File: src/design/qao_pkg.sv
package qao_pkg;

    // pulse counter width and CORDIC rotation count
    localparam int COUNT_BITS      = 32;
    localparam int TRIG_ITERATIONS = 24;
    localparam int ITER_W          = $clog2(TRIG_ITERATIONS);

    // stream widths
    localparam int IN_W  = 40;
    localparam int OUT_W = 224;

    // fixed-point constants
    localparam logic signed [33:0] CORDIC_GAIN    = 34'sd652032874;
    localparam logic signed [33:0] ONE_Q30        = 34'sd1073741824;
    localparam logic [31:0]        STEER_TO_ANGLE = 32'd2734261102;
    localparam logic [33:0]        RATE_TO_ANGLE  = 34'd11468322278;
    localparam logic [30:0]        MAG31          = 31'h7FFF_FFFF;
    localparam logic [32:0]        MAG33          = 33'h1_FFFF_FFFF;
    localparam logic [19:0]        US_PER_S       = 20'd1000000;

    // configuration reset values
    localparam logic [31:0] MPT_RESET = 32'd1218121;
    localparam logic [31:0] IWB_RESET = 32'd122016116;
    localparam logic [15:0] THR_RESET = 16'd66;

    typedef enum logic [1:0] {
        CFG_MPT = 2'd0,
        CFG_IWB = 2'd1,
        CFG_THR = 2'd2
    } cfg_idx_t;

    // one odometry tick as handed from front to back
    typedef struct packed {
        logic [30:0]        dmag;
        logic               neg;
        logic signed [15:0] steer;
        logic [19:0]        us;
    } tick_job_t;

    typedef struct packed {
        logic        done;
        logic [63:0] quo;
    } div_res_t;

    typedef struct packed {
        logic               done;
        logic signed [31:0] c;
        logic signed [31:0] s;
    } cordic_res_t;

    typedef enum logic [5:0] {
        ST_IDLE, ST_MDIST, ST_DIST, ST_MV, ST_DV_GO, ST_DV_WAIT,
        ST_MSTEER, ST_CS_GO, ST_CS_WAIT, ST_MT, ST_T, ST_MNUM,
        ST_DW_GO, ST_DW_WAIT, ST_MWD, ST_MWL, ST_MWH, ST_DTH,
        ST_C0_GO, ST_C0_WAIT, ST_C1_GO, ST_C1_WAIT,
        ST_MAX, ST_DX_GO, ST_DX_WAIT, ST_MAY, ST_DY_GO, ST_DY_WAIT,
        ST_SX, ST_SY, ST_SYD, ST_POSE, ST_Q_GO, ST_Q_WAIT, ST_OUT
    } back_state_t;

    // arctangent of 2^-i as binary angle
    function automatic logic [31:0] atan_lut(input logic [4:0] idx);
        logic [31:0] r;
        case (idx)
            5'd0:  r = 32'h20000000;
            5'd1:  r = 32'h12E4051E;
            5'd2:  r = 32'h09FB385B;
            5'd3:  r = 32'h051111D4;
            5'd4:  r = 32'h028B0D43;
            5'd5:  r = 32'h0145D7E1;
            5'd6:  r = 32'h00A2F61E;
            5'd7:  r = 32'h00517C55;
            5'd8:  r = 32'h0028BE53;
            5'd9:  r = 32'h00145F2F;
            5'd10: r = 32'h000A2F98;
            5'd11: r = 32'h000517CC;
            5'd12: r = 32'h00028BE6;
            5'd13: r = 32'h000145F3;
            5'd14: r = 32'h0000A2FA;
            5'd15: r = 32'h0000517D;
            5'd16: r = 32'h000028BE;
            5'd17: r = 32'h0000145F;
            5'd18: r = 32'h00000A30;
            5'd19: r = 32'h00000518;
            5'd20: r = 32'h0000028C;
            5'd21: r = 32'h00000146;
            5'd22: r = 32'h000000A3;
            5'd23: r = 32'h00000051;
            5'd24: r = 32'h00000029;
            5'd25: r = 32'h00000014;
            5'd26: r = 32'h0000000A;
            5'd27: r = 32'h00000005;
            5'd28: r = 32'h00000003;
            5'd29: r = 32'h00000001;
            5'd30: r = 32'h00000001;
            default: r = 32'h00000000;
        endcase
        return r;
    endfunction

endpackage

File: src/design/qao_queue.sv
module qao_queue (
    input  logic               aclk,
    input  logic               aresetn,
    input  logic               push,
    input  qao_pkg::tick_job_t din,
    output logic               full,
    input  logic               pop,
    output logic               avail,
    output qao_pkg::tick_job_t dout
);
    import qao_pkg::*;

    tick_job_t  mem_reg [2];
    logic       wr_ptr_reg, rd_ptr_reg;
    logic [1:0] count_reg;

    assign full  = (count_reg == 2'd2);
    assign avail = (count_reg != 2'd0);
    assign dout  = mem_reg[rd_ptr_reg];

    // payload
    always_ff @(posedge aclk) begin
        if (push) begin
            mem_reg[wr_ptr_reg] <= din;
        end
    end

    // pointers and fill count
    always_ff @(posedge aclk) begin
        if (!aresetn) begin
            wr_ptr_reg <= 1'b0;
            rd_ptr_reg <= 1'b0;
            count_reg  <= 2'd0;
        end else begin
            if (push) wr_ptr_reg <= !wr_ptr_reg;
            if (pop)  rd_ptr_reg <= !rd_ptr_reg;
            if (push && !pop)      count_reg <= count_reg + 2'd1;
            else if (pop && !push) count_reg <= count_reg - 2'd1;
        end
    end

endmodule

File: config.mk
export PLATFORM = sky130hd
export DESIGN_NAME = qao_queue
export DESIGN_NICKNAME = d
export VERILOG_FILES = /design/src/design/qao_pkg.sv /design/src/design/qao_queue.sv
export SDC_FILE = /design/constraint.sdc
export NUM_CORES = 1
export LEC_CHECK = 0
export BUFFER_PORTS_ARGS = -buffer_cell sky130_fd_sc_hd__buf_2
export CORE_MARGIN = 2
export CORE_UTILIZATION = 30
export CTS_BUF_LIST = sky130_fd_sc_hd__clkbuf_4
export DETAILED_ROUTE_END_ITERATION = 6
export HOLD_SLACK_MARGIN = 0.15
export PLACE_DENSITY = 0.47
export SLEW_MARGIN = 30
export SYNTH_ARGS = -nofsm -noshare
export SYNTH_HDL_FRONTEND = slang
export SYNTH_SLANG_ARGS = --single-unit
File: constraint.sdc
create_clock -name aclk -period 5.4 [get_ports aclk]
set_input_delay 0 -clock aclk [delete_from_list [all_inputs] [get_ports aclk]]
set_output_delay 0 -clock aclk [all_outputs]
set_load 0.005 [all_outputs]
=== After elaboration in Yosys (flattened, before gate mapping) ===
Memories as Yosys holds them, arrays and structs flattened. A register that Yosys moved wholly into a read port is not among the register bits.
Index checks and enable logic that the tools add are counted.

* Input bits: 72
* RAM bits: 136
* Word-level logic and storage cells: 21
* Output and inout bits: 70
* Memories: 1
* Bits in registers: 4

* Reduce and logical (&&, ||, !) cells: 8
* Eq/ne operators: 1
* Mux-type cells: 6
* Add/subtract/negate cells: 2

{| class="wikitable"
|+ Memories
! name !! depth !! width !! read ports !! clocked after memory_dff !! wr ports !! line !! text
|-
| mem_reg || 2 || 68 || 1 || 1 || 1 || qao_queue.sv:13 || <nowiki>tick_job_t mem_reg [2];</nowiki>
|}

{| class="wikitable"
|+ Operators with widths
! kind !! number
|-
| logical NOT 1 bit || 4
|-
| two-way mux 1 bit || 4
|-
| two-way mux 2 bit || 2
|-
| nonzero test 2 bit || 2
|-
| adder 2 x 1 -> 2 bit (second input constant) || 1
|-
| == test 2 bit (second input constant) || 1
|-
| logical AND 1 bit || 2
|-
| subtractor 2 x 1 -> 2 bit (second input constant) || 1
|}

=== Longest topological paths before layout ===
Gate-level depths: netlist (run 1).

* Word-level depth: 4
* Gate-level depth with buffers: 5
* Mapped depth without buffers: 5

=== Worst setup path after synthesis (run 1) ===
Ideal clock, no wire load.

* Path type: reg-to-reg
* Start: register wr_ptr_reg
* End: memory mem_reg[0][0] in the netlist's numbering, enable pin
* Required time: 4.897 ns
* Arrival: 3.348 ns
* Stages on the path, launching flop included: 2
* Slack: 1.549 ns
* Cell sequence: dfxtp_1 -> nor2b_1

{| class="wikitable"
|+ RTL lines
! element !! line !! text
|-
| start: declaration || qao_queue.sv:14 || <nowiki>logic wr_ptr_reg, rd_ptr_reg;</nowiki>
|-
| start signal: assignment || qao_queue.sv:35 || <nowiki>if (push) wr_ptr_reg <= !wr_ptr_reg;</nowiki>
|-
| end: declaration || qao_queue.sv:13 ||
|}

No word-level cell before the write port.

=== Worst setup path in the final report (run 1) ===
* Start: register wr_ptr_reg
* End: register wr_ptr_reg

* Longest elaborated chain between the ends: 1

{| class="wikitable"
|+ RTL lines
! element !! line
|-
| logical NOT 1 bit || qao_queue.sv:35
|}

Every way passes these cells.
A chain may end at the register's enable or synchronous reset.

==> results.json, run 1 <==
{
  "synth-xor-area-share_pct": 0.504,
  "critPathKind": "reg2reg",
  "synth_edf_count": 136,
  "reg2reg_depth": 4,
  "root_buffer": "clkbuf_4",
  "worstSetupEndpointType": "flip-flop",
  "r2r-start": "wr_ptr_reg",
  "cap_violations": 0,
  "whs_path_depth": 2,
  "rsz0062_at_grt": "false",
  "first_global_vias": 3142,
  "fin_worst_skew_ns": 0.0160,
  "cts_sinks": 141,
  "power_density_nw_per_um2": 298,
  "dieHeight_um": 136,
  "outcome": "finished clean",
  "vias_per_cell": 4.12,
  "topRoutingLayerUsed": "met4",
  "hold_viol_final": 0,
  "wl_met1_um": 4360,
  "min-delay-path-class": "in2reg",
  "async_flop_share_pct": 0,
  "arrival_ns": 2.62,
  "peakVddDrop_mv": 0.169,
  "reg2reg_setup_slack_ns": 3.25,
  "cts_buffers": 17,
  "crit_chain": "nor2b_4 > buf_4 > o21a_1 > dlygate4sd3_1",
  "grt_usage_pct": 11.4,
  "core_um2": 17200,
  "portBuffers": 141,
  "synth_compound_area_share_pct": 0.384,
  "syn_area_um2": 5220,
  "syn_to_final_growth_pct": 49.4,
  "grt_pass1_wl_um": 15600,
  "synth-seq-cells": 141,
  "synthMuxAreaShare_pct": 16.1,
  "syn_area_per_cell_um2": 22.3,
  "critPathLaunchType": "flip-flop",
  "crit_family": "buffers and inverters",
  "p_leak_nw": 3.00,
  "nets": 589,
  "gp_congestion": 0.632,
  "period_share_pct": 39.9,
  "clock_latency_ns": 0.51,
  "ys.flop_type": "edfxtp_1",
  "finalWirelength_um": 10200,
  "wl_met3_um": 580,
  "syn_inst": 234,
  "io_pins": 142,
  "grt_max_degree": 40,
  "antenna_found_initial": 0,
  "r2r_end": "wr_ptr_reg",
  "die-area_um2": 18500,
  "via_count": 3107,
  "diodes": 0,
  "worstHoldStart": "din[31]",
  "worstMarginPinSlew_ns": 0.607,
  "min_to": "mem_reg[1][31]",
  "wl_met2_um": 5140,
  "wire_per_inst_um": 13.6,
  "worst-path-buf-inv": 2,
  "drv_slew": 0,
  "tns_ns": 0,
  "grt-ovfl-total": 0,
  "final-setup-viol-count": 0,
  "dp_hpwl_um": 5930,
  "die_w_um": 136,
  "cts_tree": "done",
  "dr.first_iter.drc_count": 137,
  "period_needed_ns": 2.15,
  "drive_gt1_share_pct": 46.3,
  "largest_register_ff_count": 136,
  "crit_path_max_fanout": 38,
  "htreeDepth": 4,
  "synth-simple-area-share_pct": 1.08,
  "syn_nets": 307,
  "synth-seq-area-share_pct": 80.2,
  "slew_headroom_pct": 59.5,
  "antenna_left": 0,
  "stdcell_area_um2": 7790,
  "max_freq_mhz": 465,
  "synth_top_family_by_area": "multiplexers",
  "synthAdderAreaFrac_pct": 0.240,
  "path_clk_slew_ns": 0.12,
  "rows": 48,
  "fillers": 1607,
  "cpPeakStageDelay_ns": 0.56,
  "placed_area_um2": 6220,
  "drtPass1Iterations": 4,
  "ys_warn_count": 0,
  "cp_data_required_time_ns": 5.87,
  "postCtsSetupRepairBufs": 0,
  "start_util_pct": 30.4,
  "post-route-drc-count": 0,
  "critical_path.slowest_cell": "buf_4",
  "synth_cell_type_count": 18,
  "cts.path.max_buffers": 2
}
## worst max-delay path by stage
stage                           from              to  slack, ns  depth (start not counted)
after floorplan           wr_ptr_reg   mem_reg[0][0]       1.55                          1
after global placement    wr_ptr_reg  mem_reg[0][28]       3.21                          2
after detailed placement  wr_ptr_reg  mem_reg[0][45]       3.64                          2
after CTS                  flip-flop        dout[29]       3.16                          3
after global routing      wr_ptr_reg      wr_ptr_reg       3.09                          4
final                     wr_ptr_reg      wr_ptr_reg       3.25                          4
## metal layers
metal,vias to the layer above,GRT usage (%)
li1,1485,-
met1,1522,13.0
met2,91,19.1
met3,9,4.44
met4,0,4.69
met5,-,0
## power by group
group	total, mW	internal [mW]	switching (mW)
logic	0.299	0.190	0.109
registers	1.29	1.26	0.0260
clock network	0.736	0.373	0.362
total	2.32	1.82	0.497
## logic make-up (layout without fill, tap and decap cells)
family	count (synthesis)	count (layout)
AO/OA/AOI/OAI	3	3
XOR/XNOR	3	3
adder cells (fa/ha/maj)	1	1
buffers and inverters	9	304
flip-flops	141	141
multiplexers	68	68
AND/OR/NAND/NOR	9	9
## per-stage QoR
stage | utilization [%] | setup WS (ns) | hold slack (ns) | total power, mW | instances
after global placement | 35.8 | 3.21 | 0.188 | 1.54 | 593
after floorplan | - | 1.55 | 0.0989 | 1.44 | 234
final | 45.4 | 3.25 | 0.225 | 2.32 | 754
after CTS | 45.0 | 3.16 | 0.151 | 2.36 | 748
after global routing | 45.4 | 3.09 | 0.152 | 2.44 | 754
after detailed placement | 36.2 | 3.64 | 0.192 | 1.55 | 596
## cells in the final DEF, fill, tap and decap left out, drive strengths merged, types with 2 or more instances in the layout
cell,n
buf,145
edfxtp,136
dlygate4sd3,126
mux2,68
clkbuf,19
clkinv,8
dfxtp,5
bufinv,4
and2,4
nor2b,3
xor2,2
inv,2
## cells in the mapped netlist, types with 2 or more instances
cell type	number	area share, %
mux2_4	20	5.8
dfxtp_1	5	1.9
buf_2	4	0.38
xor2_1	2	0.34
and2_1	4	0.48
buf_8	2	0.58
edfxtp_1	136	78
mux2_2	48	10
buf_6	2	0.43
nor2b_1	3	0.36
## worst reg2reg max path: cells and delay by family (launching register included)
family          cells  cell delay, ns
compound gates      1            0.22
buf+inv             2            1.10
flops               1            0.36
simple gates        1            0.42
## cell type report
class	instances	area (um2)	area share, %
Clock buffer	19	143	1.83
Timing Repair Buffer	271	2040	26.2
Tap cell	225	282	3.61
Inverter	1	3.75	0.0482
Clock inverter	13	171	2.20
Sequential cell	141	4190	53.7
Multi-Input combinational cell	84	966	12.4
## repair_timing
item | CTS | global route
hold buffers | 120 | 6
endpoints found under the hold margin | 205 | 12
resized for setup | 0 | 0
Power figures use the tool's default switching activity.
==> inputs of run 2 (changes only) <==
Clock period 5.4 ns to 2.2 ns, I/O delays scaled along.
==> run 2 against run 1 <==
The flow now stops in clock tree synthesis (4_1_cts). Synthesized area did not move. Synthesized cell count did not move.
==> results.json, run 2 <==
{
  "outcome": "did not finish",
  "haltStage": "clock tree synthesis (4_1_cts)",
  "error": "[ERROR RSZ-0060] Max buffer count reached.",
  "synth.top_cells.by_count": "136 x edfxtp_1, 48 x mux2_2, 20 x mux2_4, 5 x dfxtp_1",
  "synth_cell_type_count": 18,
  "cts_resized": 0,
  "htreeDepth": 4,
  "synth_edf_count": 136,
  "yosysMostFrequentCell": "edfxtp_1",
  "yosys-top-cells-area": "edfxtp_1 78%, mux2_2 10%, mux2_4 5.8%, dfxtp_1 1.9%, buf_8 0.58%",
  "synth-seq-cells": 141,
  "synth.top_cell.area_share_pct": 78.3,
  "ys_warn_count": 0,
  "cts_buffers": 17,
  "gp_congestion": 0.645,
  "dp_hpwl_um": 6210,
  "dieHeight_um": 136,
  "postCtsSetupRepairBufs": 0,
  "async_flop_share_pct": 0,
  "synth-seq-area-share_pct": 80.2,
  "cts.path.max_buffers": 2,
  "cts_hold_buf": 128,
  "die_w_um": 136,
  "syn_nets": 307,
  "root_buffer": "clkbuf_4",
  "placed_area_um2": 6230,
  "io_pins": 142,
  "syn_area_per_cell_um2": 22.3,
  "ys.flop_type": "edfxtp_1",
  "portBuffers": 141,
  "syn_inst": 234,
  "syn_area_um2": 5220,
  "start_util_pct": 30.4,
  "rows": 48,
  "cts_sinks": 141,
  "yosys.area.top_type": "edfxtp_1"
}
run 2: cell counts after synthesis:
Identical to the previous run, type by type.
run 2: logic make-up after synthesis:
| family | share of synthesized area, % |
|---|---|
| AND/OR/NAND/NOR | 1.08 |
| flip-flops | 80.2 |
| AO/OA/AOI/OAI | 0.384 |
| buffers and inverters | 1.46 |
| multiplexers | 16.1 |
| adder cells (fa/ha/maj) | 0.240 |
| XOR/XNOR | 0.504 |
run 2: stage by stage:
step	hold WS, ns	util, %	setup WS [ns]	std cells
3_5_place_dp	0.191	36.3	0.753	599
3_3_place_gp	0.189	36.3	0.757	599
2_1_floorplan	0.0989	-	0.429	234
==> inputs of run 3 (changes only) <==
Settings changed: CORE_UTILIZATION 30 to 20, CTS_BUF_LIST sky130_fd_sc_hd__clkbuf_4 to unset, HOLD_SLACK_MARGIN 0.15 to unset, PLACE_DENSITY 0.47 to unset, PLACE_DENSITY_LB_ADDON set to 0.15.
==> run 3 against run 2 <==
The flow now finishes without violations.
==> results.json, run 3 (same netlist as run 1, synthesis figures left out) <==
{
  "outcome": "finished clean",
  "dr.first_iter.drc_count": 76,
  "grt_pass1_wl_um": 16100,
  "critPathKind": "reg2out",
  "hold_viol_final": 0,
  "path_clk_slew_ns": 0.06,
  "whs_path_depth": 4,
  "drive_gt1_share_pct": 52.3,
  "wire_per_inst_um": 13.4,
  "io_pins": 142,
  "cts_tree": "done",
  "cts_sinks": 141,
  "antenna_left": 0,
  "antenna_found_initial": 0,
  "worstMarginPinSlew_ns": 0.524,
  "power_density_nw_per_um2": 879,
  "fin_ws_ns": 0.493,
  "preCtsSetupSlack_ns": 0.736,
  "worstHoldStart": "push",
  "final_common_cell": "buf_2",
  "cpPeakStageDelay_ns": 0.38,
  "htreeDepth": 4,
  "reg2reg_depth": 4,
  "root_buffer": "clkbuf_16",
  "fin_cells": 809,
  "finalWirelength_um": 10800,
  "use_met3_pct": 2.97,
  "dieHeight_um": 165,
  "grt_max_degree": 69,
  "cp_data_required_time_ns": 2.20,
  "portBuffers": 141,
  "r2r-start": "wr_ptr_reg",
  "dp_hpwl_um": 6670,
  "rsz0062_at_grt": "false",
  "first_global_vias": 3068,
  "core_um2": 25800,
  "period_share_pct": 77.6,
  "cap_violations": 0,
  "vias_per_cell": 3.59,
  "final-setup-viol-count": 0,
  "max_freq_mhz": 586,
  "syn_to_final_growth_pct": 46.7,
  "arrival_ns": 1.71,
  "crit_chain": "buf_12 > mux2_2 > buf_2",
  "fillers": 2629,
  "use_met2_pct": 13.2,
  "grt_use_met1_pct": 9.38,
  "reg2reg_setup_slack_ns": 0.52,
  "tns_ns": 0,
  "nets": 535,
  "grt-ovfl-total": 0,
  "place_inst": 707,
  "clock_latency_ns": 0.41,
  "critPathLaunchType": "flip-flop",
  "largest_register_ff_count": 136,
  "rows": 59,
  "grt_usage_pct": 8.02,
  "busiest_layer": "met2",
  "drv_slew": 0,
  "crit_path_max_fanout": 68,
  "critical_path.slowest_cell": "mux2_2",
  "die-area_um2": 27400,
  "post-route-drc-count": 0,
  "utilization_pct": 29.6,
  "slew_headroom_pct": 65.1,
  "start_util_pct": 20.2,
  "r2r_end": "wr_ptr_reg",
  "drtPass1Iterations": 4,
  "period_needed_ns": 1.71,
  "diodes": 0,
  "via_count": 2905,
  "worstSetupEndpointType": "primary output",
  "cts_resized": 0,
  "layout_common_cells": "141 x buf_2, 136 x edfxtp_1, 71 x dlygate4sd3_1",
  "min-delay-path-class": "in2reg",
  "min_to": "count_reg[1]",
  "gp_congestion": 0.639,
  "peakVddDrop_mv": 0.401,
  "die_w_um": 165,
  "cts.path.max_buffers": 2,
  "fin_worst_skew_ns": 0.00804,
  "p_leak_nw": 2.88,
  "cts_buffers": 17
}
[run 3: through the flow]
stage / power (mW) / cell area (um2) / hold WS [ns]
floorplan: 3.52 / 5230 / 0.0989
global placement: 3.79 / 6340 / 0.189
detailed placement: 3.81 / 6340 / 0.192
CTS: 6.87 / 7650 / 0.133
global route: 7.03 / 7650 / 0.160
finish: 6.73 / 7650 / 0.151
[run 3: final cells by class]
cell class	instances	area [um2]	area share [%]
Clock buffer	17	425	5.56
Clock inverter	14	169	2.21
Inverter	1	3.75	0.0491
Multi-Input combinational cell	84	966	12.6
Sequential cell	141	4190	54.7
Tap cell	335	419	5.48
Timing Repair Buffer	217	1480	19.3
[run 3: how the worst max path moves through the flow]
stage	slack, ns	depth (start not counted)	from	to
CTS	0.45	3	flip-flop	dout[3]
global placement	0.75	2	wr_ptr_reg	mem_reg[1][40]
floorplan	0.43	1	wr_ptr_reg	mem_reg[0][0]
detailed placement	0.74	2	wr_ptr_reg	mem_reg[1][40]
finish	0.49	3	flip-flop	dout[67]
global route	0.39	4	wr_ptr_reg	wr_ptr_reg
[run 3: what timing repair did]
| item | 4_1_cts | 5_1_grt |
|---|---|---|
| setup buffers | 0 | 0 |
| hold buffers | 71 | 0 |
| endpoints found under the hold margin | 141 | 0 |
[run 3: worst max-delay path: cells and delay by family (launching register included)]
kind                   cells  cell delay [ns]
multiplexers               1             0.38
flip-flops                 1             0.35
buffers and inverters      2             0.50
[run 3: power breakdown]
group | internal, mW | leakage (nW) | switching (mW)
Clock | 1.78 | 0.280 | 1.12
Sequential | 3.10 | 1.32 | 0.0333
Combinational | 0.397 | 1.28 | 0.292
Total | 5.28 | 2.88 | 1.45
[run 3: metal layers]
layer  vias up  routed length (um)  part of all wire [%]
li1       1377                   -                     -
met1      1444                4720                    44
met2        79                5350                    49
met3         5                 616                   5.7
met4         0                 135                   1.2
met5         -                   0                     0
