<file path="src/design/qao_pkg.sv">
package qao_pkg;

    // pulse counter width and CORDIC rotation count
    localparam int COUNT_BITS      = 32;
    localparam int TRIG_ITERATIONS = 24;
    localparam int ITER_W          = $clog2(TRIG_ITERATIONS);

    // stream widths
    localparam int IN_W  = 40;
    localparam int OUT_W = 224;

    // fixed-point constants
    localparam logic signed [33:0] CORDIC_GAIN    = 34'sd652032874;
    localparam logic signed [33:0] ONE_Q30        = 34'sd1073741824;
    localparam logic [31:0]        STEER_TO_ANGLE = 32'd2734261102;
    localparam logic [33:0]        RATE_TO_ANGLE  = 34'd11468322278;
    localparam logic [30:0]        MAG31          = 31'h7FFF_FFFF;
    localparam logic [32:0]        MAG33          = 33'h1_FFFF_FFFF;
    localparam logic [19:0]        US_PER_S       = 20'd1000000;

    // configuration reset values
    localparam logic [31:0] MPT_RESET = 32'd1218121;
    localparam logic [31:0] IWB_RESET = 32'd122016116;
    localparam logic [15:0] THR_RESET = 16'd66;

    typedef enum logic [1:0] {
        CFG_MPT = 2'd0,
        CFG_IWB = 2'd1,
        CFG_THR = 2'd2
    } cfg_idx_t;

    // one odometry tick as handed from front to back
    typedef struct packed {
        logic [30:0]        dmag;
        logic               neg;
        logic signed [15:0] steer;
        logic [19:0]        us;
    } tick_job_t;

    typedef struct packed {
        logic        done;
        logic [63:0] quo;
    } div_res_t;

    typedef struct packed {
        logic               done;
        logic signed [31:0] c;
        logic signed [31:0] s;
    } cordic_res_t;

    typedef enum logic [5:0] {
        ST_IDLE, ST_MDIST, ST_DIST, ST_MV, ST_DV_GO, ST_DV_WAIT,
        ST_MSTEER, ST_CS_GO, ST_CS_WAIT, ST_MT, ST_T, ST_MNUM,
        ST_DW_GO, ST_DW_WAIT, ST_MWD, ST_MWL, ST_MWH, ST_DTH,
        ST_C0_GO, ST_C0_WAIT, ST_C1_GO, ST_C1_WAIT,
        ST_MAX, ST_DX_GO, ST_DX_WAIT, ST_MAY, ST_DY_GO, ST_DY_WAIT,
        ST_SX, ST_SY, ST_SYD, ST_POSE, ST_Q_GO, ST_Q_WAIT, ST_OUT
    } back_state_t;

    // arctangent of 2^-i as binary angle
    function automatic logic [31:0] atan_lut(input logic [4:0] idx);
        logic [31:0] r;
        case (idx)
            5'd0:  r = 32'h20000000;
            5'd1:  r = 32'h12E4051E;
            5'd2:  r = 32'h09FB385B;
            5'd3:  r = 32'h051111D4;
            5'd4:  r = 32'h028B0D43;
            5'd5:  r = 32'h0145D7E1;
            5'd6:  r = 32'h00A2F61E;
            5'd7:  r = 32'h00517C55;
            5'd8:  r = 32'h0028BE53;
            5'd9:  r = 32'h00145F2F;
            5'd10: r = 32'h000A2F98;
            5'd11: r = 32'h000517CC;
            5'd12: r = 32'h00028BE6;
            5'd13: r = 32'h000145F3;
            5'd14: r = 32'h0000A2FA;
            5'd15: r = 32'h0000517D;
            5'd16: r = 32'h000028BE;
            5'd17: r = 32'h0000145F;
            5'd18: r = 32'h00000A30;
            5'd19: r = 32'h00000518;
            5'd20: r = 32'h0000028C;
            5'd21: r = 32'h00000146;
            5'd22: r = 32'h000000A3;
            5'd23: r = 32'h00000051;
            5'd24: r = 32'h00000029;
            5'd25: r = 32'h00000014;
            5'd26: r = 32'h0000000A;
            5'd27: r = 32'h00000005;
            5'd28: r = 32'h00000003;
            5'd29: r = 32'h00000001;
            5'd30: r = 32'h00000001;
            default: r = 32'h00000000;
        endcase
        return r;
    endfunction

endpackage

</file>
<file path="src/design/qao_front.sv">
module qao_front (
    input  logic                aclk,
    input  logic                aresetn,
    input  logic                s_tvalid,
    output logic                s_tready,
    input  logic                mode,
    input  logic                enc_a,
    input  logic                enc_b,
    input  logic signed [15:0]  steer_in,
    input  logic [19:0]         tick_interval_us,
    input  logic                q_full,
    output logic                q_push,
    output qao_pkg::tick_job_t  q_job
);
    import qao_pkg::*;

    logic [COUNT_BITS-1:0] pulse_total_reg, pulse_total_next;
    logic [COUNT_BITS-1:0] pulse_last_reg;
    logic                  last_a_reg, primed_reg;
    logic                  beat;
    logic [COUNT_BITS-1:0] raw, mag;
    logic [64:0]           mag_ext;

    assign s_tready = !q_full;
    assign beat     = s_tvalid && s_tready;
    assign q_push   = beat && mode;

    // pulses since the last tick, as sign and clamped magnitude
    always_comb begin
        raw     = pulse_total_reg - pulse_last_reg;
        mag     = raw[COUNT_BITS-1] ? (~raw + 1'b1) : raw;
        mag_ext = 65'(mag);
        q_job.neg   = raw[COUNT_BITS-1];
        q_job.dmag  = (mag_ext > 65'(MAG31)) ? MAG31 : mag_ext[30:0];
        q_job.steer = steer_in;
        q_job.us    = (tick_interval_us == '0) ? 20'd1 : tick_interval_us;
    end

    // quadrature step on each change of channel A
    always_comb begin
        pulse_total_next = pulse_total_reg;
        if (primed_reg && (enc_a != last_a_reg)) begin
            pulse_total_next = (enc_a != enc_b) ? pulse_total_reg + 1'b1
                                                : pulse_total_reg - 1'b1;
        end
    end

    always_ff @(posedge aclk) begin
        if (!aresetn) begin
            pulse_total_reg <= '0;
            pulse_last_reg  <= '0;
            last_a_reg      <= 1'b0;
            primed_reg      <= 1'b0;
        end else if (beat) begin
            if (mode) begin
                pulse_last_reg <= pulse_total_reg;
            end else begin
                pulse_total_reg <= pulse_total_next;
                last_a_reg      <= enc_a;
                primed_reg      <= 1'b1;
            end
        end
    end

endmodule

</file>
<file path="config.mk">
export PLATFORM = sky130hd
export DESIGN_NAME = qao_front
export DESIGN_NICKNAME = d
export VERILOG_FILES = /design/src/design/qao_pkg.sv /design/src/design/qao_front.sv
export SDC_FILE = /design/constraint.sdc
export NUM_CORES = 1
export LEC_CHECK = 0
export ABC_AREA = 1
export BUFFER_PORTS_ARGS = -buffer_cell sky130_fd_sc_hd__clkbuf_2
export CAP_MARGIN = 20
export CELL_PAD_IN_SITES_DETAIL_PLACEMENT = 1
export CELL_PAD_IN_SITES_GLOBAL_PLACEMENT = 1
export CORE_UTILIZATION = 40
export CTS_CLUSTER_DIAMETER = 30
export DETAILED_ROUTE_END_ITERATION = 12
export GPL_ROUTABILITY_DRIVEN = 1
export GPL_TIMING_DRIVEN = 1
export PLACE_DENSITY = 0.8
export SLEW_MARGIN = 0
export SYNTH_ARGS = -nofsm -noshare
export SYNTH_HDL_FRONTEND = slang
export SYNTH_SLANG_ARGS = --single-unit
</file>
<file path="constraint.sdc">
create_clock -name aclk -period 4.79 [get_ports aclk]
set_input_delay 0.2395 -clock aclk [delete_from_list [all_inputs] [get_ports aclk]]
set_output_delay 0.2395 -clock aclk [all_outputs]
set_load 0.01 [all_outputs]
</file>
* After elaboration in Yosys (flattened, before gate mapping)
Cells that the tools add are included.
Word-level totals: register bits 66, bits of input ports 43
Operators by class: reduce and logical (&&, ||, !) cells 8, magnitude comparators 1, bitwise operators 2, add/subtract/negate cells 4, equal/unequal tests 2, muxes and demuxes 4
Operators by type and width (count):
- adder 32 x 1 -> 32 bit (second input constant) | 2
- 2-to-1 mux 32 bit | 2
- greater-than comparator 32 x 31 -> 1 bit (second input constant) | 1
- NOT 32 bit | 1
- subtractor 32 x 1 -> 32 bit (second input constant) | 1
- subtractor 32 bit | 1
- 2-to-1 mux 31 bit | 1
- zero test 20 bit | 1
- 2-to-1 mux 20 bit | 1
- AND reduction 2 bit | 2
- logical AND 1 bit | 3
- AND reduction 3 bit | 1
- inequality test 1 bit | 2
- zero test 1 bit | 1
- NOT 1 bit | 1

* Longest topological paths before layout
Gate-level depths: netlist of the first run.
word-level depth 6, depth in mapped cells 21, gate-level depth less buffers 21

* Worst setup path after synthesis of the first run
Ideal clock, no wire load.
path kind in2reg, from input port enc_a, to register pulse_total_reg[29], data arrival time 3590 ps, slack 1084 ps, stages 14, library setup time 115 ps, path through xnor2_1 ha_1 a21oi_1 nand2_1 a21oi_1 o21bai_1 a21oi_1 o21ai_0 nand2_1 nand2_1 nand2_1 nand2_1 o21ai_0 inv_1
On the way: cells in the longest elaborated chain, start to end 3, elaborated cells on any way between the ends 5
RTL lines:
- start: declaration | line qao_front.sv:7 | input logic enc_a,
- inequality test 1 bit | line qao_front.sv:42 | if (primed_reg && (enc_a != last_a_reg)) begin
- logical AND 1 bit | line qao_front.sv:42
- AND reduction 3 bit (no source line)
- end signal: assignment | line qao_front.sv:58 | pulse_total_reg <= pulse_total_next;
- end: declaration | line qao_front.sv:17 | logic [COUNT_BITS-1:0] pulse_total_reg, pulse_total_next;
Several ways; a longest one is shown, not always the timed one. A chain may end at the register's enable or synchronous reset.

==> results.md, run 1 <==
- Initial antenna violation count: 0
- P&R area growth vs syn: 9.54%
- Initial DRC Count: 353
- Worst path slowest cell: inv_2
- Lkg Pwr: 5.27 nW
- Yosys reg bits: 66
- Syn Area/Cell: 5.63 µm²
- VDD IR max: 0.178 mV
- Clock sink count: 66
- Die W: 147 µm
- CP Launch Type: register
- First-pass GRT wire length: 45.5 mm
- Post-DP HPWL: 22.9 mm
- Top delay family on crit path: simple AND/OR/NAND/NOR gates
- Part of the Yosys area used for sequential elements: 0.158
- Post-CTS Resized: 0
- Vias in the first global route: 9483
- Hold path start: enc_a
- Hold Path Sink: last_a_reg
- Core Area: 0.0204 mm²
- Most used cell, CP: nand2_1
- FF-to-FF path depth: 12
- # port buffers: 80
- Router iterations before antenna repair: 4
- Die height: 147 µm
- Critical path endpoint category: output port
- Crit Path Max Fanout: 32
- YS warnings: 0
- Fin cells: 1800
- RR Startpoint: pulse_total_reg[1]
- CTS Root Cell: clkbuf_16
- Longest Clk Path Bufs: 2
- Status: finished clean
- Final setup viols: 0
- Synth unique cells: 47
- Clk_lat worst skew: 0.34 ns
- # fillers: 2939
- Worst Tran Pin Value: 0.834 ns
- Fin crit share: 0.858
- Pin count of the biggest net entering global routing: 60
- Setup TNS: 0 ns
- GRT overflow: 0
- CP Cell Sequence: inv_1, ha_1, inv_1, nand3_1, nand2_2, nand2_1, nand2_2, nand2_1, nand2_1, nand2_1, nand3_1, nand2_1, inv_2, nand4_4, nand3_1, clkbuf_2
- Row Count: 52
- RePlAce Congestion: 0.908
- # diodes: 0
- CTS tree: built
- DR vias: 9327
- H-tree depth reported by CTS: 3
- Buf/Inv on CP: 4
- Share of cells above drive strength 1: 0.118
- Critical path required time: 4.55 ns
- Final hold vios: 0
- Total GRT Usage: 0.259
- RR Endpoint: pulse_total_reg[28]
- Number of remaining DRC errors: 0
- Mapped Cells: 1489
- CTS buffer count: 9
- Mapped cell area: 0.00838 mm²
- Syn Nets: 1596
- Pwr dens: 269 mW/mm²
- Nets: 1632
- CP peak stage delay: 0.55 ns
- Hold Path Stages: 3
- Hold Buf Count CTS: 0
- Relative slew slack: 0.443
- Slew Limit Fails: 0
- Vias per inst: 5.18
- Initial core utilization: 0.412
- Postcts setup bufs: 0
- Placed Cells: 1784
- WL/cell: 15.1 µm
- Unrepaired setup endpoints after global routing: no
- I/O Pins: 113
- Die area: 0.0215 mm²
- CTS clock-pin slew for the worst setup and hold paths: 0.07 ns
- Post-Route WL: 27.2 mm
- HP Class: in2reg
- Max-cap violations: 0
- Final Critical Period: 4.11 ns
- Arrival @ worst endpoint: 3.87 ns
- Setup Crit Path Kind: reg2out
- F_max: 0.243 GHz
- Post-route ant nets: 0
- R2r setup slk: 1.78 ns
- Clk_skew: 0.0103 ns
## worst max path at each step
stage                             from                   to  slack (ns)  cells after the start
finish              pulse_total_reg[0]            q_job[60]        0.68                     16
detailed placement  pulse_total_reg[0]            q_job[60]        1.03                     16
floorplan                        enc_a  pulse_total_reg[29]        1.08                     14
CTS                 pulse_total_reg[0]            q_job[60]        0.66                     16
global placement    pulse_total_reg[0]            q_job[60]        1.18                     16
global route        pulse_total_reg[0]            q_job[60]        0.35                     16
## per-layer routing
metal / GRT usage / wire [µm] / up-vias / part of all wire
met5: 0 / 0 / - / 0
met4: 0.0849 / 678 / 0 / 0.025
met3: 0.0236 / 555 / 46 / 0.020
met2: 0.469 / 13300 / 115 / 0.49
met1: 0.320 / 12700 / 4367 / 0.47
li1: - / - / 4799 / -
## per-stage QoR
stage / hold slack (ns) / setup WS, ns / total power, mW / utilization / cell area [µm²]
floorplan: 0.374 / 1.08 / 1.42 / - / 8380
global placement: 0.443 / 1.18 / 1.71 / 0.435 / 8860
detailed placement: 0.451 / 1.03 / 1.74 / 0.435 / 8860
CTS: 0.219 / 0.660 / 2.48 / 0.451 / 9180
global route: 0.239 / 0.351 / 2.65 / 0.451 / 9180
finish: 0.219 / 0.679 / 2.47 / 0.451 / 9180
## layout make-up
type	count	area (µm²)	area share
clock inverter	7	103	0.0112
timing repair buffer	85	438	0.0477
multi-input combinational	1117	5840	0.635
sequential	66	1320	0.144
tap	270	338	0.0368
inverter	246	923	0.101
clock buffer	9	225	0.0245
## kinds of logic after synthesis
family | after synthesis | synth area share
and+or+nand+nor | 790 | 0.410
buffers and inverters | 306 | 0.147
AOI/OAI and AO/OA | 223 | 0.146
DFF | 66 | 0.158
adders and majority gates | 64 | 0.0973
xor gates and xnor gates | 40 | 0.0418
## Yosys cell counts, drive strengths merged
library cell  count  share of area
clkinv            1        0.00045
a21boi            2         0.0018
and3              2         0.0015
xnor2            14          0.015
inv             245           0.11
o21a              4         0.0036
and2              2         0.0016
buf              24          0.021
nand2           434           0.20
a211oi            1        0.00090
nand3           112          0.073
a31oi             8         0.0060
fa                2         0.0048
a21o             11         0.0098
o221ai            2         0.0021
a31o              1         0.0010
o21bai            2         0.0018
nand3b            2         0.0018
nand4            35          0.029
or2               2         0.0015
clkbuf           36          0.016
o21ai            86          0.052
o31ai             1        0.00090
a21oi            99          0.060
dfxtp            66           0.16
ha               62          0.093
xor2             26          0.027
nor4              5         0.0037
nor3              9         0.0072
nor2            187          0.092
o211ai            5         0.0045
a221oi            1         0.0010
## power by group
group | internal, mW | switching, mW
logic | 0.385 | 0.777
registers | 0.565 | 0.00740
clock network | 0.460 | 0.276
## worst reg2reg max path, delay by kind of cell (launching register included)
kind / cells / cell delay (ns)
compound gates: 5 / 1.36
fa+ha+maj: 1 / 0.46
buf+inv: 3 / 0.33
flops: 1 / 0.40
simple gates: 3 / 0.38
## cells in the final DEF (no fill, tap or decap), types with 13 or more instances in the layout
cell type  count
inv_2         18
nor2_2        18
clkbuf_2      80
nand3_1      102
inv_1        226
xnor2_1       13
dfxtp_1       66
xor2_1        26
o21ai_0       84
nand2_1      418
nor2_1       166
nand4_1       32
nand2_2       16
ha_1          62
a21oi_1       96
(Power assumes the default switching activity.)
==> run 2, diff against run 1 <==
--- a/config.mk
+++ b/config.mk
@@ -18,2 +18,3 @@
 export PLACE_DENSITY = 0.8
+export SKIP_CTS_REPAIR_TIMING = 1
 export SLEW_MARGIN = 0
==> constraint.sdc (replaced) <==
create_clock -name aclk -period 4.79 [get_ports aclk]
set_input_delay 0.7185 -clock aclk [delete_from_list [all_inputs] [get_ports aclk]]
set_output_delay 0.7185 -clock aclk [all_outputs]
set_load 0.01 [all_outputs]
==> run 2 against run 1 <==
Compared with the run above: sequential share of layout area is essentially flat; register-to-register slack gained 0.03 ns; clock power shrank 9.9%; first-iteration DRC count grew 4.0%; sequential power is essentially flat; clock skew is essentially flat; via count grew 0.13%; critical path depth grew 1; worst setup slack lost 0.27 ns; largest power group unchanged.
==> results.md, run 2 (same netlist as run 1, synthesis figures left out) <==
- Status: finished clean (unchanged)
- VDD IR max: 0.155 mV (was 0.178 mV)
- Fin crit share: 0.915 (was 0.858)
- Commonest non-fill, non-tap cell in the layout: nand2_1 (unchanged)
- H-tree depth reported by CTS: 3 (unchanged)
- Hold Path Sink: pulse_last_reg[20] (was last_a_reg)
- CTS Root Cell: clkbuf_16 (unchanged)
- # fillers: 2977 (was 2939)
- Relative slew slack: 0.430 (was 0.443)
- Vias per inst: 5.19 (was 5.18)
- Pwr dens: 263 mW/mm² (was 269 mW/mm²)
- Placed Cells: 1784 (unchanged)
- CTS tree: built (unchanged)
- Die height: 147 µm (unchanged)
- # diodes: 0 (unchanged)
- Post-layout util: 0.450 (was 0.451)
- Clock sink count: 66 (unchanged)
- Crit Path Max Fanout: 24 (was 32)
- Initial DRC Count: 367 (was 353)
- Row Count: 52 (unchanged)
- RePlAce Congestion: 0.900 (was 0.908)
- CTS buffer count: 9 (unchanged)
- FF-to-FF path depth: 13 (was 12)
- Arrival @ worst endpoint: 3.66 ns (was 3.87 ns)
- RR Startpoint: pulse_total_reg[2] (was pulse_total_reg[1])
- Post-Route WL: 27.0 mm (was 27.2 mm)
- Clk_skew: 0.0106 ns (was 0.0103 ns)
- Placed cell area: 0.00886 mm² (unchanged)
- DR vias: 9339 (was 9327)
- # port buffers: 80 (unchanged)
- CP Cell Sequence: inv_1, ha_1, fa_1, inv_1, nand3_1, nand2_2, nand3_1, nand3_2, nand3_1, nand3_1, nand2_1, nor2_2, nand2_1, nor2_2, nand4_4, nand3_1, clkbuf_2 (was inv_1, ha_1, inv_1, nand3_1, nand2_2, nand2_1, nand2_2, nand2_1, nand2_1, nand2_1, nand3_1, nand2_1, inv_2, nand4_4, nand3_1, clkbuf_2)
- WL/cell: 15.0 µm (was 15.1 µm)
- F_max: 0.228 GHz (was 0.243 GHz)
- Core Area: 0.0204 mm² (unchanged)
- Most used cell, CP: nand3_1 (was nand2_1)
- Post-DP HPWL: 22.8 mm (was 22.9 mm)
- Overall power: 2.40 mW (was 2.47 mW)
- Final Critical Period: 4.38 ns (was 4.11 ns)
- First-pass GRT wire length: 45.1 mm (was 45.5 mm)
- Final setup viols: 0 (unchanged)
- Worst path slowest cell: fa_1 (was inv_2)
- Total GRT Usage: 0.256 (was 0.259)
- Critical path endpoint category: output port (unchanged)
- Slew Limit Fails: 0 (unchanged)
- Setup TNS: 0 ns (unchanged)
- Longest Clk Path Bufs: 2 (unchanged)
- RR Endpoint: pulse_total_reg[29] (was pulse_total_reg[28])
- Router iterations before antenna repair: 5 (was 4)
- Pin count of the biggest net entering global routing: 60 (unchanged)
- Fin cells: 1800 (unchanged)
- Number of remaining DRC errors: 0 (unchanged)
- Worst Tran Pin Value: 0.849 ns (was 0.834 ns)
- GRT overflow: 0 (unchanged)
- CP peak stage delay: 0.41 ns (was 0.55 ns)
- P&R area growth vs syn: 9.19% (was 9.54%)
- Buf/Inv on CP: 3 (was 4)
- Post-route ant nets: 0 (unchanged)
- Die W: 147 µm (unchanged)
- Die area: 0.0215 mm² (unchanged)
- Top delay family on crit path: simple AND/OR/NAND/NOR gates (unchanged)
- Nets: 1632 (unchanged)
- Initial core utilization: 0.412 (unchanged)
- Setup Crit Path Kind: reg2out (unchanged)
- HP Class: reg2reg (was in2reg)
- Critical path required time: 4.07 ns (was 4.55 ns)
- Unrepaired setup endpoints after global routing: no (unchanged)
- Vias in the first global route: 9398 (was 9483)
- Hold path start: pulse_last_reg[20] (was enc_a)
- Clk_lat worst skew: 0.34 ns (about the same)
- Final hold vios: 0 (unchanged)
- Max-cap violations: 0 (unchanged)
- CP Launch Type: register (unchanged)
- Commonest non-fill, non-tap cells in the layout: 418 x nand2_1, 227 x inv_1, 166 x nor2_1 (was 418 x nand2_1, 226 x inv_1, 166 x nor2_1)
- CP Launch Point: pulse_total_reg[0] (unchanged)
- Final instance area: 0.00916 mm² (was 0.00918 mm²)
- I/O Pins: 113 (unchanged)
- R2r setup slk: 1.81 ns (was 1.78 ns)
- CTS clock-pin slew for the worst setup and hold paths: 0.06 ns (was 0.07 ns)
- Share of cells above drive strength 1: 0.118 (about the same)
- Initial antenna violation count: 0 (unchanged)
- Hold Path Stages: 2 (was 3)
- Lkg Pwr: 5.26 nW (was 5.27 nW)
run 2: cell types whose count changed in the layout (fill, tap and decap cells not counted), sizes merged:
cell	delta
bufinv	-1
clkbuf	+1
clkinv	-1
clkinvlp	+1
run 2: power by group:
group / total, mW / switching, mW / internal [mW]
Combinational: 1.17 / 0.781 / 0.386
Sequential: 0.573 / 0.00723 / 0.565
Clock: 0.664 / 0.260 / 0.404
Total: 2.40 / 1.05 / 1.35
run 2: worst min-delay path: stages (launching register included):
cell and delay (ns):
dfxtp_1 0.29, inv_1 0.06, a21oi_1 0.06
run 2: layer usage:
metal,GRT usage,vias up,share of wire
li1,-,4790,-
met1,0.321,4397,0.47
met2,0.458,115,0.48
met3,0.0193,37,0.016
met4,0.0885,0,0.026
met5,0,-,0
run 2: final cells by class:
type	count	area [µm²]	share of cell area
Clock inverter	6	67.6	0.00738
Sequential cell	66	1320	0.144
Multi-Input combinational cell	1117	5840	0.637
Clock buffer	10	229	0.0250
Inverter	246	926	0.101
Tap cell	270	338	0.0369
Timing Repair Buffer	85	438	0.0478
run 2: how the worst max path moves through the flow:
stage                          endpoint  slack [ns]  cells past startpoint
global route                  q_job[60]        0.08                     17
CTS                           q_job[60]        0.24                     16
detailed placement            q_job[60]        0.61                     16
finish                        q_job[60]        0.41                     17
floorplan           pulse_total_reg[29]        0.61                     14
global placement              q_job[60]        0.74                     16
run 2: through the flow:
step	setup WS (ns)	hold slack, ns
after floorplan	0.605	0.433
after global placement	0.744	0.443
after detailed placement	0.610	0.453
after CTS	0.243	0.461
after global routing	0.0812	0.475
final	0.409	0.456
==> run 3, diff against run 2 <==
- clock period: 4.79 -> 4.4 ns (I/O delays scaled with it)
==> run 3 against run 2 <==
Compared with the run above: non-clock buffer count rose by 2; sequential power rose by 8.9%; clock power rose by 6.2%; power rose by 8.7%; critical path type unchanged; via count rose by 0.47%; largest power group unchanged; critical endpoint is now q_job[50]; first-iteration DRC count fell by 17%; critical path depth did not move; design area rose by 0.74%.
==> results.md, run 3 (same netlist as run 1, synthesis figures left out) <==
- Placed cell area: 0.00887 mm² (was 0.00886 mm²)
- Vias per inst: 5.20 (was 5.19)
- CP peak stage delay: 0.38 ns (was 0.41 ns)
- Relative slew slack: 0.400 (was 0.430)
- Initial antenna violation count: 0 (unchanged)
- # port buffers: 80 (unchanged)
- Initial DRC Count: 304 (was 367)
- Post-Route WL: 27.5 mm (was 27.0 mm)
- F_max: 0.242 GHz
- R2r setup slk: 1.51 ns (was 1.81 ns)
- First-pass GRT wire length: 45.6 mm (was 45.1 mm)
- Pin count of the biggest net entering global routing: 60 (unchanged)
- H-tree depth reported by CTS: 3 (unchanged)
- Setup TNS: 0 ns (unchanged)
- GRT overflow: 0 (unchanged)
- Arrival @ worst endpoint: 3.47 ns (was 3.66 ns)
- Crit Path Max Fanout: 23 (was 24)
- Status: finished clean (unchanged)
- Clk_lat worst skew: 0.34 ns (about the same)
- Die height: 147 µm (unchanged)
- Top delay family on crit path: simple AND/OR/NAND/NOR gates (unchanged)
- Final instance area: 0.00922 mm² (was 0.00916 mm²)
- Pwr dens: 283 mW/mm² (was 263 mW/mm²)
- Critical path required time: 3.74 ns (was 4.07 ns)
- Setup Crit Path Kind: reg2out (unchanged)
- Final Critical Period: 4.13 ns
- Final hold vios: 0 (unchanged)
- Share of cells above drive strength 1: 0.119 (was 0.118)
- Commonest non-fill, non-tap cells in the layout: 418 x nand2_1, 227 x inv_1, 165 x nor2_1 (was 418 x nand2_1, 227 x inv_1, 166 x nor2_1)
- Unrepaired setup endpoints after global routing: yes (was no)
- Longest Clk Path Bufs: 2 (unchanged)
- I/O Pins: 113 (unchanged)
- # diodes: 0 (unchanged)
- Initial core utilization: 0.412 (unchanged)
- Total GRT Usage: 0.260 (was 0.256)
- Vias in the first global route: 9469 (was 9398)
- Worst path slowest cell: inv_2 (was fa_1)
- Commonest non-fill, non-tap cell in the layout: nand2_1 (unchanged)
- DR vias: 9383 (was 9339)
- Post-layout util: 0.453 (was 0.450)
- CTS Root Cell: clkbuf_16 (unchanged)
- Die W: 147 µm (unchanged)
- CTS tree: built (unchanged)
- Nets: 1636 (was 1632)
- Row Count: 52 (unchanged)
- Worst Tran Pin Value: 0.894 ns (was 0.849 ns)
- Hold Path Stages: 2 (unchanged)
- Max-cap violations: 0 (unchanged)
- Post-route ant nets: 0 (unchanged)
- CP Launch Type: register (unchanged)
- Router iterations before antenna repair: 4 (was 5)
- Clock sink count: 66 (unchanged)
- Crit. path cell count: 17 (unchanged)
- Post-DP HPWL: 22.9 mm (was 22.8 mm)
- Overall power: 2.61 mW (was 2.40 mW)
- Core Area: 0.0204 mm² (unchanged)
- Most used cell, CP: nand2_1 (was nand3_1)
- Buf/Inv on CP: 4 (was 3)
- Clk_skew: 0.00716 ns (was 0.0106 ns)
- Die area: 0.0215 mm² (unchanged)
- CTS buffer count: 9 (unchanged)
- HP Class: reg2reg (unchanged)
- P&R area growth vs syn: 10.0% (was 9.19%)
- Critical path endpoint category: output port (unchanged)
- Number of remaining DRC errors: 0 (unchanged)
- FF-to-FF path depth: 12 (was 13)
- VDD IR max: 0.194 mV (was 0.155 mV)
- WL/cell: 15.2 µm (was 15.0 µm)
- Fin crit share: 0.938
- RePlAce Congestion: 0.884 (was 0.900)
- Slew Limit Fails: 0 (unchanged)
- Lkg Pwr: 5.30 nW (was 5.26 nW)
- CTS clock-pin slew for the worst setup and hold paths: 0.05 ns (was 0.06 ns)
- Final setup viols: 0 (unchanged)
- CP Cell Sequence: inv_1, ha_1, inv_1, nand3_1, nand2_2, nand2_1, nand2_2, nand2_1, nand2_1, nand2_1, nand3_1, nand2_1, inv_2, o21ai_0, or2_2, nand3_1, clkbuf_2 (was inv_1, ha_1, fa_1, inv_1, nand3_1, nand2_2, nand3_1, nand3_2, nand3_1, nand3_1, nand2_1, nor2_2, nand2_1, nor2_2, nand4_4, nand3_1, clkbuf_2)
[run 3: cell types whose count changed in the layout (fill, tap and decap cells not counted), moves of 2 or more]
cell / change
clkinvlp_4: -2
nor2_4: +3
clkinv_4: -2
nor2_2: -2
buf_4: +2
[run 3: area by class of cell]
class | count | area, µm²
inverter | 246 | 923
sequential | 66 | 1320
fill | 2939 | 11100
clock buffer | 12 | 246
clock inverter | 3 | 40.0
timing repair buffer | 87 | 453
multi-input combinational | 1119 | 5900
tap | 270 | 338
[run 3: per-layer routing]
layer / global-route usage / part of all wire / up-vias
met5: 0 / 0 / -
met4: 0.0760 / 0.022 / 0
met3: 0.0248 / 0.020 / 35
met2: 0.470 / 0.49 / 107
met1: 0.326 / 0.47 / 4423
li1: - / - / 4818
[run 3: per-stage QoR]
step / std cells / hold WS, ns / setup slack, ns
global route: 1803 / 0.475 / -0.0540
detailed placement: 1786 / 0.452 / 0.563
global placement: 1786 / 0.444 / 0.667
finish: 1803 / 0.457 / 0.275
floorplan: 1489 / 0.433 / 0.274
CTS: 1801 / 0.460 / 0.198
[run 3: tightest hold or removal path, cell delays in order (launching register included)]
cell     delay (ns)
dfxtp_1        0.29
inv_1          0.06
a21oi_1        0.05
[run 3: path summary, 6_finish.rpt]
check | startpoint | end
max reg2reg | pulse_total_reg[1] | pulse_total_reg[28]
max | pulse_total_reg[0] | q_job[50]
min | pulse_last_reg[16] | pulse_last_reg[16]
min reg2reg | pulse_last_reg[16] | pulse_last_reg[16]
[run 3: report_power, final]
part / total [mW] / leakage [nW] / switching (mW) / internal, mW
clock: 0.705 / 0.142 / 0.256 / 0.449
combinational: 1.28 / 4.63 / 0.858 / 0.426
sequential: 0.624 / 0.536 / 0.00779 / 0.616
